--- src/design/p1t_pkg.sv ---
`timescale 1ns / 1ps
// Shared types and widths for the P1 triangle element stiffness block.
// Used by every module of the block; depends on nothing.
package p1t_pkg;

  // Field widths
  localparam int COORD_W     = 24;
  localparam int NODE_W      = 16;
  localparam int ENTRY_W     = 48;
  localparam int ENTRY_FRAC  = 16;
  localparam int EPS_REL_W   = 16;
  localparam int SCALE_W     = 32;
  localparam logic [SCALE_W-1:0] SCALE_RESET = SCALE_W'(65536);

  // Internal arithmetic widths
  localparam int DIFF_W   = COORD_W + 1;
  localparam int PROD_W   = 2 * DIFF_W;
  localparam int DET_W    = PROD_W + 1;
  localparam int MAG_W    = DET_W;
  localparam int EPS_W    = EPS_REL_W + SCALE_W;
  localparam int EPS_FRAC = 24;
  localparam int HALF_SH  = EPS_FRAC - ENTRY_FRAC;
  localparam int DEN_SH   = HALF_SH + 1;
  localparam int DEN_W    = MAG_W + DEN_SH;
  localparam int NUM_W    = EPS_W + MAG_W + 1;
  localparam int Q_W      = ENTRY_W;
  localparam int R_W      = DEN_W + 1;

  // Partial products of eps * |n|
  localparam int EPS_LO_W = EPS_W / 2;
  localparam int N_LO_W   = (MAG_W + 1) / 2;
  localparam int PP_W     = EPS_LO_W + N_LO_W + 1;
  localparam int S_W      = EPS_LO_W + MAG_W;

  // Divider layout
  localparam int DIV_STEPS  = 4;
  localparam int DIV_STAGES = Q_W / DIV_STEPS;

  localparam logic [Q_W-1:0] MAX_POS = {1'b0, {(Q_W-1){1'b1}}};
  localparam logic [Q_W-1:0] MAX_NEG = {1'b1, {(Q_W-1){1'b0}}};

  // Local vertex index of the last row and column
  localparam logic [1:0] LAST_IDX = 2'd2;

  typedef struct packed {
    logic [NODE_W-1:0]         node_a;
    logic [NODE_W-1:0]         node_b;
    logic [NODE_W-1:0]         node_c;
    logic signed [COORD_W-1:0] ax;
    logic signed [COORD_W-1:0] ay;
    logic signed [COORD_W-1:0] bx;
    logic signed [COORD_W-1:0] by_coord;
    logic signed [COORD_W-1:0] cx;
    logic signed [COORD_W-1:0] cy;
    logic [EPS_REL_W-1:0]      eps_relative;
  } in_item_t;

  typedef struct packed {
    logic [NODE_W-1:0]         row_node;
    logic [NODE_W-1:0]         col_node;
    logic signed [ENTRY_W-1:0] entry_value;
    logic                      degenerate;
    logic                      last_entry;
  } out_item_t;

  // Per-triangle data handed from the front end to the expander
  typedef struct packed {
    logic [2:0][NODE_W-1:0] node;
    logic [2:0][DIFF_W-1:0] gb;
    logic [2:0][DIFF_W-1:0] gc;
    logic [EPS_W-1:0]       eps;
    logic [MAG_W-1:0]       dmag;
    logic                   degen;
  } tri_t;

  // One matrix entry to compute
  typedef struct packed {
    logic [NODE_W-1:0] row;
    logic [NODE_W-1:0] col;
    logic              last;
    logic              degen;
    logic [DIFF_W-1:0] gbi;
    logic [DIFF_W-1:0] gbj;
    logic [DIFF_W-1:0] gci;
    logic [DIFF_W-1:0] gcj;
    logic [EPS_W-1:0]  eps;
    logic [MAG_W-1:0]  dmag;
  } job_t;

  // Tag that rides along with an entry through the back pipeline
  typedef struct packed {
    logic [NODE_W-1:0] row;
    logic [NODE_W-1:0] col;
    logic              degen;
    logic              last;
    logic              neg;
  } tag_t;

endpackage

--- src/design/p1t_expand.sv ---
`timescale 1ns / 1ps
// Entry sequencer: holds one triangle and issues its nine entries in row-major order.
// Depends on p1t_pkg.
module p1t_expand (
  input  logic          clk_i,
  input  logic          rst_ni,
  input  logic          adv_i,
  input  logic          tri_valid_i,
  output logic          tri_ready_o,
  input  p1t_pkg::tri_t tri_i,
  output logic          job_valid_o,
  output p1t_pkg::job_t job_o
);
  import p1t_pkg::*;

  logic       held_q;
  logic [1:0] row_q, col_q;
  tri_t       tri_q;
  logic       is_last, issue, load;

  assign is_last     = (row_q == LAST_IDX) && (col_q == LAST_IDX);
  assign issue       = held_q && adv_i;
  assign tri_ready_o = adv_i && (!held_q || is_last);
  assign load        = tri_valid_i && tri_ready_o;

  // Step row and column; reload when the last entry leaves
  always_ff @(posedge clk_i or negedge rst_ni) begin
    if (!rst_ni) begin
      held_q <= 1'b0;
      row_q  <= '0;
      col_q  <= '0;
    end else if (load) begin
      held_q <= 1'b1;
      row_q  <= '0;
      col_q  <= '0;
    end else if (issue) begin
      if (is_last) begin
        held_q <= 1'b0;
      end else if (col_q == LAST_IDX) begin
        col_q <= '0;
        row_q <= row_q + 2'd1;
      end else begin
        col_q <= col_q + 2'd1;
      end
    end
  end

  always_ff @(posedge clk_i) begin
    if (load) tri_q <= tri_i;
  end

  assign job_valid_o = held_q;
  assign job_o.row   = tri_q.node[row_q];
  assign job_o.col   = tri_q.node[col_q];
  assign job_o.last  = is_last;
  assign job_o.degen = tri_q.degen;
  assign job_o.gbi   = tri_q.gb[row_q];
  assign job_o.gbj   = tri_q.gb[col_q];
  assign job_o.gci   = tri_q.gc[row_q];
  assign job_o.gcj   = tri_q.gc[col_q];
  assign job_o.eps   = tri_q.eps;
  assign job_o.dmag  = tri_q.dmag;

endmodule

--- config.mk ---
export PLATFORM = sky130hd
export DESIGN_NAME = p1t_expand
export DESIGN_NICKNAME = d
export VERILOG_FILES = /design/src/design/p1t_pkg.sv /design/src/design/p1t_expand.sv
export SDC_FILE = /design/constraint.sdc
export NUM_CORES = 1
export LEC_CHECK = 0
export ABC_AREA = 1
export BUFFER_PORTS_ARGS = -buffer_cell sky130_fd_sc_hd__buf_2
export CORE_AREA = 4 4 205 207
export CTS_BUF_LIST = sky130_fd_sc_hd__clkbuf_2 sky130_fd_sc_hd__clkbuf_4 sky130_fd_sc_hd__clkbuf_8
export DETAILED_ROUTE_END_ITERATION = 10
export DIE_AREA = 0 0 209 211
export GPL_TIMING_DRIVEN = 0
export MAX_ROUTING_LAYER = met4
export PLACE_DENSITY_LB_ADDON = 0.05
export SLEW_MARGIN = 20
export SYNTH_ARGS = -nofsm -noshare
export SYNTH_HDL_FRONTEND = slang
export SYNTH_SLANG_ARGS = --single-unit
--- constraint.sdc ---
create_clock -name clk_i -period 10.9 [get_ports clk_i]
set_clock_uncertainty 0.2 [all_clocks]
set_input_delay 2.725 -clock clk_i [delete_from_list [all_inputs] [get_ports clk_i]]
set_output_delay 2.725 -clock clk_i [all_outputs]
set_load 0.005 [all_outputs]
---- After elaboration in Yosys (flattened, before gate mapping) ----
Cells that the tools add are included.
W data, S select, Z words.
storage, ports and cells
  register bits ........................... 303
  input bits .............................. 302
  output and inout bits ................... 235
  word-level logic and storage cells ...... 57
operators by class
  $add $sub $neg .......................... 2
  order comparisons ....................... 2
  eq/ne operators ......................... 3
  mux-type cells .......................... 23
  reductions and logical operators ........ 12
operators by type and width
  operator               number
  $bmux W25 S2           4
  $mux W25               4
  $bmux W16 S2           2
  $mux W16               2
  $mux W2                8
  $lt A2 B3 Y1 const B   2
  $reduce_bool A2 Y1     3
  $add A2 B1 Y2 const B  2
  $eq A2 B2 Y1 const B   2
  $logic_and A1 B1 Y1    4
  $reduce_and A2 Y1      2
  $mux W1                3
  $reduce_and A3 Y1      1
  $ne A2 B1 Y1 const B   1
  $logic_not A1 Y1       1
  $logic_or A1 B1 Y1     1

---- Logic depth before layout (Yosys ltp) ----
Gate-level depths: netlist (run 1).
  depth in word-level cells ............... 7
  gate-level depth with buffers ........... 10

---- Worst setup path before layout (run 1) ----
Ideal clock, no wire load.
  path kind ............................... input port to flip-flop
  start point ............................. in tri_valid_i
  end point ............................... reg tri_q (netlist bit job_o[0]) (enable)
  library setup time ...................... 0.647 ns
  arrival time ............................ 8.593 ns
  setup slack ............................. 1.460 ns
  stages on the path ...................... 2
  cell sequence ........................... nand3_1 > inv_1
on the way
  longest elaborated chain between the ends .. 1
RTL lines
  element               line              RTL
  from (decl)           p1t_expand.sv:8   input logic tri_valid_i,
  $logic_and A1 B1 Y1   p1t_expand.sv:24  assign load = tri_valid_i && tri_ready_o;
  net load              p1t_expand.sv:19  logic is_last, issue, load;
  to (signal assigned)  p1t_expand.sv:49  if (load) tri_q <= tri_i;
  to (decl)             p1t_expand.sv:18  tri_t tri_q;
The timed path passes the listed nets, and every way through them passes these cells.
A chain may end at the register's enable or synchronous reset.

---- Final worst setup path (run 1) ----
  start point ............................. in adv_i
  end point ............................... out tri_ready_o
on the way
  longest elaborated chain between the ends .. 1
RTL lines
  element              line              RTL
  from (decl)          p1t_expand.sv:7   input logic adv_i,
  $logic_and A1 B1 Y1  p1t_expand.sv:23  assign tri_ready_o = adv_i && (!held_q || is_last);
  to (decl)            p1t_expand.sv:9   output logic tri_ready_o,
Every way passes these cells.

==> results.md, run 1 <==
* PwrDens at 231 nW/um2
* CP required at 7.98 ns
* Clk sinks at 303
* Synth Cell Area at 12,600 um2
* CTS max path bufs at 3
* Vias at 9,714
* Top cells by count, synth: 298 x edfxtp_1, 127 x inv_1, 104 x buf_4
* Outcome: finished clean
* Number of global-route vias before repair at 10,200
* Rows at 74
* CP most frequent cell: buf_2
* Crit. End Element: output port
* CP Launch Type: primary input
* Wirelength per Cell at 20.7 um
* CP Max Fanout at 5
* Hold Vio Cnt, Final at 0
* Cells after DPL at 2,027
* Post-CTS sizing at 0
* Total track usage at 20.0%
* Post-synthesis mux area share at 0%
* # H-tree levels at 2
* Synth Area in Compound Gates at 10.3%
* Synth area leaders: edfxtp_1 71%, buf_4 6.2%, inv_1 3.8%, o221ai_1 3.6%, o22ai_1 3.1%
* TritonCTS buffer count at 56
* Initial antenna violation count at 24
* WP data arrival at 3.17 ns
* Top-area cell type share of the netlist area at 71.2%
* Period utilisation layout at 55.9%
* IO Port Bufs at 536
* Lkg Pwr at 7.47 nW
* P&R area growth vs syn at 36.3%
* DR DRC count at 0
* RSZ-0062 raised after global routing: no
* DP HPWL at 32,800 um
* HP Start: col_q[1]$_DFFE_PN0P_
* CTS tree: done
* Critical path origin: adv_i
* Max Cap Violations at 0
* Synth area leader: edfxtp_1
* Core ar. at 40,400 um2
* Asr flop ratio synth at 1.65%
* Routed WL at 44,600 um
* Min Tclk post-route at 6.09 ns
* Worst path cell trace: buf_2 -> inv_1 -> nor2_1 -> buf_2
* Final nets at 1,856
* Largest net degree at the start of global routing at 85
* Chip height at 211 um
* Post-Synthesis Cells at 956
* Largest family of logic cells by synthesized area: buffers and inverters
* Crit path kind: in -> out
* IO Pins at 537
* Syn Nets at 1,259
* Hold Slack at 0.371 ns
* Worst-margin pin slew at 0.701 ns
* Die area at 44,100 um2
* Seq/Total Area, Yosys at 72.2%
* Worst path slowest cell: buf_2
* Worst path max stage delay at 0.14 ns
* Post-CTS setup buffer count at 0
* Rel. slew slack at 53.3%
* Final slew viol count at 0
* Post-synthesis register bit count at 303
* Total gr overflow at 0
* CTS Hold Buffers Added at 0
* Cell variety after synth at 22
* Top_reg_cell synth: edfxtp_1
* Max VDD drop at 0.0977 mV
* First DRT Iteration DRCs at 595
* Max Clk Rate at 0.164 GHz
* Most common cell in the synthesized netlist: edfxtp_1
* FILL cells at 4,009
* Reg-to-Reg Start: row_q[0]$_DFFE_PN0P_
* Root Driver: clkbuf_8
* Final Setup Violations at 0
* Simple-Gate Fraction of Synth Area at 5.47%
* Number of flops mapped to enable cells by yosys at 298
* Average size of a mapped cell at 13.2 um2
* RePlAce Congestion at 0.813
* Synth warn at 0
* Min-delay worst type: reg -> reg
* Post-route ant nets at 0
* Reg clk slew, reported paths at 0.05 ns
* Share of layout cells above drive strength 1 at 48.0%
* Clock Latency Late Sink at 0.62 ns
* Adder-cell share of the synthesized area at 0.0995%
* Routed vias/inst at 4.51
* Initial core utilization at 31.1%
* Final non-filler cell total at 2,152
* Synth Area in XOR/XNOR at 0%
* DR pass1 iterations at 5
* Die Wd at 209 um
* First-pass GRT wire length at 63,700 um
-- worst max-delay path, delay by kind of cell --
family	cells	cell delay, ns
buffers and inverters	3	0.33
AND/OR/NAND/NOR	1	0.11
-- stage by stage --
| stage | area (um2) | setup TNS (ns) | setup slack, ns | total power, mW | utilization (%) |
|---|---|---|---|---|---|
| floorplan | 12600 | 0 | 1.46 | 2.18 | - |
| global placement | 15900 | -548.28 | -1.86 | 3.03 | 39.4 |
| detailed placement | 16000 | 0 | 4.81 | 2.99 | 39.7 |
| CTS | 17100 | 0 | 4.81 | 4.07 | 42.3 |
| global route | 17100 | 0 | 4.75 | 4.23 | 42.4 |
| finish | 17100 | 0 | 4.81 | 3.97 | 42.4 |
-- layout make-up --
cell class,count,area (um2),area share [%]
Multi-Input combinational cell,375,2000,11.7
Timing Repair Buffer,539,2770,16.1
Sequential cell,303,9070,53.0
Buffer,147,1010,5.88
Clock buffer,76,921,5.38
Clock inverter,24,136,0.796
Inverter,131,502,2.93
Tap cell,532,666,3.89
Antenna cell,25,62.6,0.365
-- sequential cells by signal, summed over array words and instances (netlist names) --
register     flops
col_q            2
job_valid_o      1
job_o          100
row_q            2
tri_q          198
-- layout by cell type, fill, tap and decap left out --
| cell type | instances |
|---|---|
| nor2_4 | 1 |
| buf_2 | 564 |
| diode_2 | 25 |
| clkbuf_4 | 20 |
| buf_1 | 3 |
| buf_16 | 3 |
| nand3_1 | 10 |
| nand2_2 | 2 |
| buf_6 | 4 |
| o211ai_1 | 13 |
| nand4_1 | 1 |
| bufinv_16 | 1 |
| inv_1 | 126 |
| clkinv_1 | 17 |
| nand2_1 | 93 |
| buf_4 | 104 |
| o21ai_1 | 12 |
| inv_8 | 2 |
| nor2_1 | 69 |
| clkinv_2 | 3 |
| o22ai_1 | 63 |
| inv_4 | 1 |
| inv_6 | 1 |
| dfrtp_1 | 5 |
| clkbuf_1 | 8 |
| ha_1 | 1 |
| inv_2 | 3 |
| clkinvlp_4 | 1 |
| o221ai_1 | 52 |
| clkbuf_8 | 56 |
| edfxtp_1 | 298 |
| o21ai_0 | 58 |
-- power by group --
| group | internal, mW | switching [mW] |
|---|---|---|
| clock | 0.569 | 0.482 |
| sequential | 1.40 | 0.0404 |
| combinational | 0.551 | 0.929 |
| total | 2.51 | 1.45 |
-- path summary, 6_finish.rpt --
| check | cells after the start | slack [ns] | end |
|---|---|---|---|
| setup reg to reg | 9 | 7.47 | tri_q[249]$_DFFE_PP_ |
| min in group asynchronous | 1 | 1.71 | job_valid_o$_DFFE_PN0P_ |
| hold / removal | 2 | 0.37 | col_q[1]$_DFFE_PN0P_ |
| setup / recovery | 4 | 4.81 | tri_ready_o |
| max in group asynchronous | 1 | 8.65 | col_q[1]$_DFFE_PN0P_ |
| hold reg to reg | 2 | 0.37 | col_q[1]$_DFFE_PN0P_ |
-- cell families after synthesis --
family / count (synthesis)
flip-flops: 303
buffers and inverters: 278
AO/OA/AOI/OAI: 198
AND/OR/NAND/NOR: 176
adder cells (fa/ha/maj): 1
-- layer usage --
layer	global-route usage [%]	wire length (um)	share of wire [%]	vias up
met5	-	0	0	-
met4	6.84	1080	2.4	0
met3	9.02	4700	11	69
met2	33.1	22200	50	389
met1	21.5	16600	37	4674
li1	-	-	-	4582
Power figures use the tool's default switching activity.
==> run 2, diff against run 1 <==
- clock period: 10.9 -> 6.4 ns (I/O delays scaled with it)
==> run 2 against run 1 <==
  * Register-to-register slack got worse by 4.8 ns
  * Count of clock-buffer cells in the layout increased by 1
  * Power increased by 72%
  * Combinational power increased by 72%
  * Sequential share of layout area decreased by 0.71 points
  * Core utilization increased by 0.58 points
  * Setup slack got worse by 2.8 ns
  * Final area increased by 1.4%
  * Sequential power increased by 69%
  * Die area unchanged
  * Critical path depth increased by 5
==> results.md, run 2 (synthesis gave the netlist of run 1 again) <==
* DR pass1 iterations at 5 (unchanged)
* HP Start: col_q[1]$_DFFE_PN0P_
* Final non-filler cell total at 2,156 (+0.19%)
* Internal at 4.33 mW (+72%)
* Outcome: finished clean
* Vias at 9,649 (-0.67%)
* Root Driver: clkbuf_8
* CP Max Fanout at 10 (+5)
* P&R area growth vs syn at 38.1%
* Pwr Total at 6.80 mW (+72%)
* Final design utilization at 43.0% (+0.58 points)
* First-pass GRT wire length at 63,600 um (-0.13%)
* Slack of the worst reg-to-reg path at 2.67 ns (-4.80 ns)
* Crit path kind: reg -> out
* Wirelength per Cell at 20.5 um (-1.2%)
* Rows at 74 (unchanged)
* Post-CTS setup buffer count at 0 (unchanged)
* Lkg Pwr at 7.57 nW (+1.3%)
* Reg2reg end: tri_q[280]$_DFFE_PP_
* First DRT Iteration DRCs at 570 (-4.2%)
* Hold Path Depth at 2 (unchanged)
* Period utilisation layout at 68.1%
* DP HPWL at 33,100 um (+0.79%)
* IO Pins at 537 (unchanged)
* Hold Vio Cnt, Final at 0 (unchanged)
* WP data arrival at 2.56 ns (-0.61 ns)
* Min-delay worst type: reg -> reg
* Worst path cell trace: buf_4 -> inv_4 -> buf_2 -> ha_1 -> nand3_1 -> nand2_1 -> inv_1 -> nor2_1 -> buf_2
* Most frequent cells in the layout: 564 x buf_2, 298 x edfxtp_1, 126 x inv_1
* Hold Path Sink: col_q[1]$_DFFE_PN0P_
* Die Wd at 209 um (unchanged)
* Max Clk Rate at 0.229 GHz
* Max Cap Violations at 0 (unchanged)
* Core ar. at 40,400 um2 (unchanged)
* Initial core utilization at 31.1% (unchanged)
* Reg-to-Reg Start: row_q[0]$_DFFE_PN0P_
* CTS tree: done
* Max reg flops at 198 (unchanged)
* Footprint of the multi-input gates at 2010 um2 (+0.63%)
* Max VDD drop at 0.189 mV (+93%)
* Clock Latency Late Sink at 0.63 ns (about the same)
* Cells after DPL at 2,037 (+0.49%)
* Final Setup Violations at 0 (unchanged)
* Critical path origin: row_q[0]$_DFFE_PN0P_
* Number of global-route vias before repair at 10,200 (-0.31%)
* Share of layout cells above drive strength 1 at 48.5% (+0.51 points)
* Clk sinks at 303 (unchanged)
* Largest Register: tri_q
* Worst path slowest cell: dfrtp_1
* CP Launch Type: flop
* Routed WL at 44,100 um (-0.99%)
* Total gr overflow at 0 (unchanged)
* Most common cell after layout, fill and taps aside: buf_2
* Routed vias/inst at 4.48 (-0.85%)
* Crit. End Element: output port
* Total track usage at 19.8% (-0.18 points)
* Final nets at 1,866 (+0.54%)
* TritonCTS buffer count at 56 (unchanged)
* Worst path max stage delay at 0.45 ns (+0.31 ns)
* DP Worst Slack at 2.46 ns (-2.35 ns)
* PwrDens at 392 nW/um2 (+69%)
* CTS Hold Buffers Added at 0 (unchanged)
* FILL cells at 3,975 (-0.85%)
* Switch Pwr at 2.48 mW (+71%)
* Worst-margin pin slew at 0.699 ns (-0.00171 ns)
* CP most frequent cell: buf_2
* Largest net degree at the start of global routing at 30 (-65%)
* Die area at 44,100 um2 (unchanged)
* FF+latch area at 9070 um2 (unchanged)
* RSZ-0062 raised after global routing: no
* Hold Slack at 0.367 ns (-0.00442 ns)
* Post-route ant nets at 0 (unchanged)
* Initial antenna violation count at 16 (-33%)
* CP required at 4.60 ns (-3.38 ns)
* Clock power frac at 26.6% (about the same)
* CTS max path bufs at 3 (unchanged)
* Switching portion of total power at 36.4% (-0.18 points)
* Worst setup margin at 2.04 ns (-2.77 ns)
* Seq pwr share at 35.9% (-0.3 points)
* # H-tree levels at 2 (unchanged)
* DR DRC count at 0 (unchanged)
* Min Tclk post-route at 4.36 ns
* Reg clk slew, reported paths at 0.06 ns (about the same)
* Post-CTS sizing at 0 (unchanged)
* Combinational share of power at 37.5% (+0.2 points)
* Rel. slew slack at 53.4% (+0.11 points)
* R2R depth at 13 (+4)
* IO Port Bufs at 536 (unchanged)
* RePlAce Congestion at 0.841 (+3.4%)
* Final slew viol count at 0 (unchanged)
* Chip height at 211 um (unchanged)
-- run 2: cell type report --
type                            instances  share of cell area, %
Sequential cell                       303                   52.3
Timing Repair Buffer                  549                   17.3
Multi-Input combinational cell        375                   11.6
Buffer                                147                   5.80
Clock buffer                           77                   5.35
Tap cell                              532                   3.83
Inverter                              131                   2.87
Clock inverter                         27                  0.850
Antenna cell                           15                  0.216
-- run 2: metrics by stage --
stage               setup TNS (ns)  instance area [um2]
floorplan                   -98.72                12600
global placement           -909.00                15900
detailed placement               0                16300
CTS                              0                17300
global route                     0                17400
finish                           0                17400
-- run 2: how the worst max path moves through the flow --
stage / to / slack (ns) / cells past startpoint
global placement: job_o[54]$_DFFE_PP_ / -3.06 / 3
CTS: tri_ready_o / 1.87 / 9
finish: tri_ready_o / 2.04 / 9
detailed placement: tri_q[176]$_DFFE_PP_ / 2.46 / 8
global route: tri_ready_o / 1.79 / 9
floorplan: job_o[0]$_DFFE_PP_ / -0.33 / 2
-- run 2: critical path: cells and delay by family (launching register included) --
family | cells | cell delay (ns)
flops | 1 | 0.45
buf+inv | 5 | 0.90
fa+ha+maj | 1 | 0.23
simple gates | 3 | 0.36
-- run 2: power by group through the flow --
stage | logic [mW] | clock network [mW] | registers [mW]
2_1_floorplan | 1.20 | 0 | 2.50
5_1_grt | 2.82 | 1.98 | 2.46
3_3_place_gp | 2.57 | 0 | 2.54
4_1_cts | 2.64 | 1.88 | 2.44
6_report | 2.55 | 1.81 | 2.44
3_5_place_dp | 2.63 | 0 | 2.48
-- run 2: routing by layer --
metal | wire length (um) | GRT usage (%) | vias up
met5 | 0 | - | -
met4 | 1130 | 6.82 | 0
met3 | 4160 | 7.46 | 82
met2 | 22100 | 33.1 | 386
met1 | 16700 | 22.0 | 4608
li1 | - | - | 4573
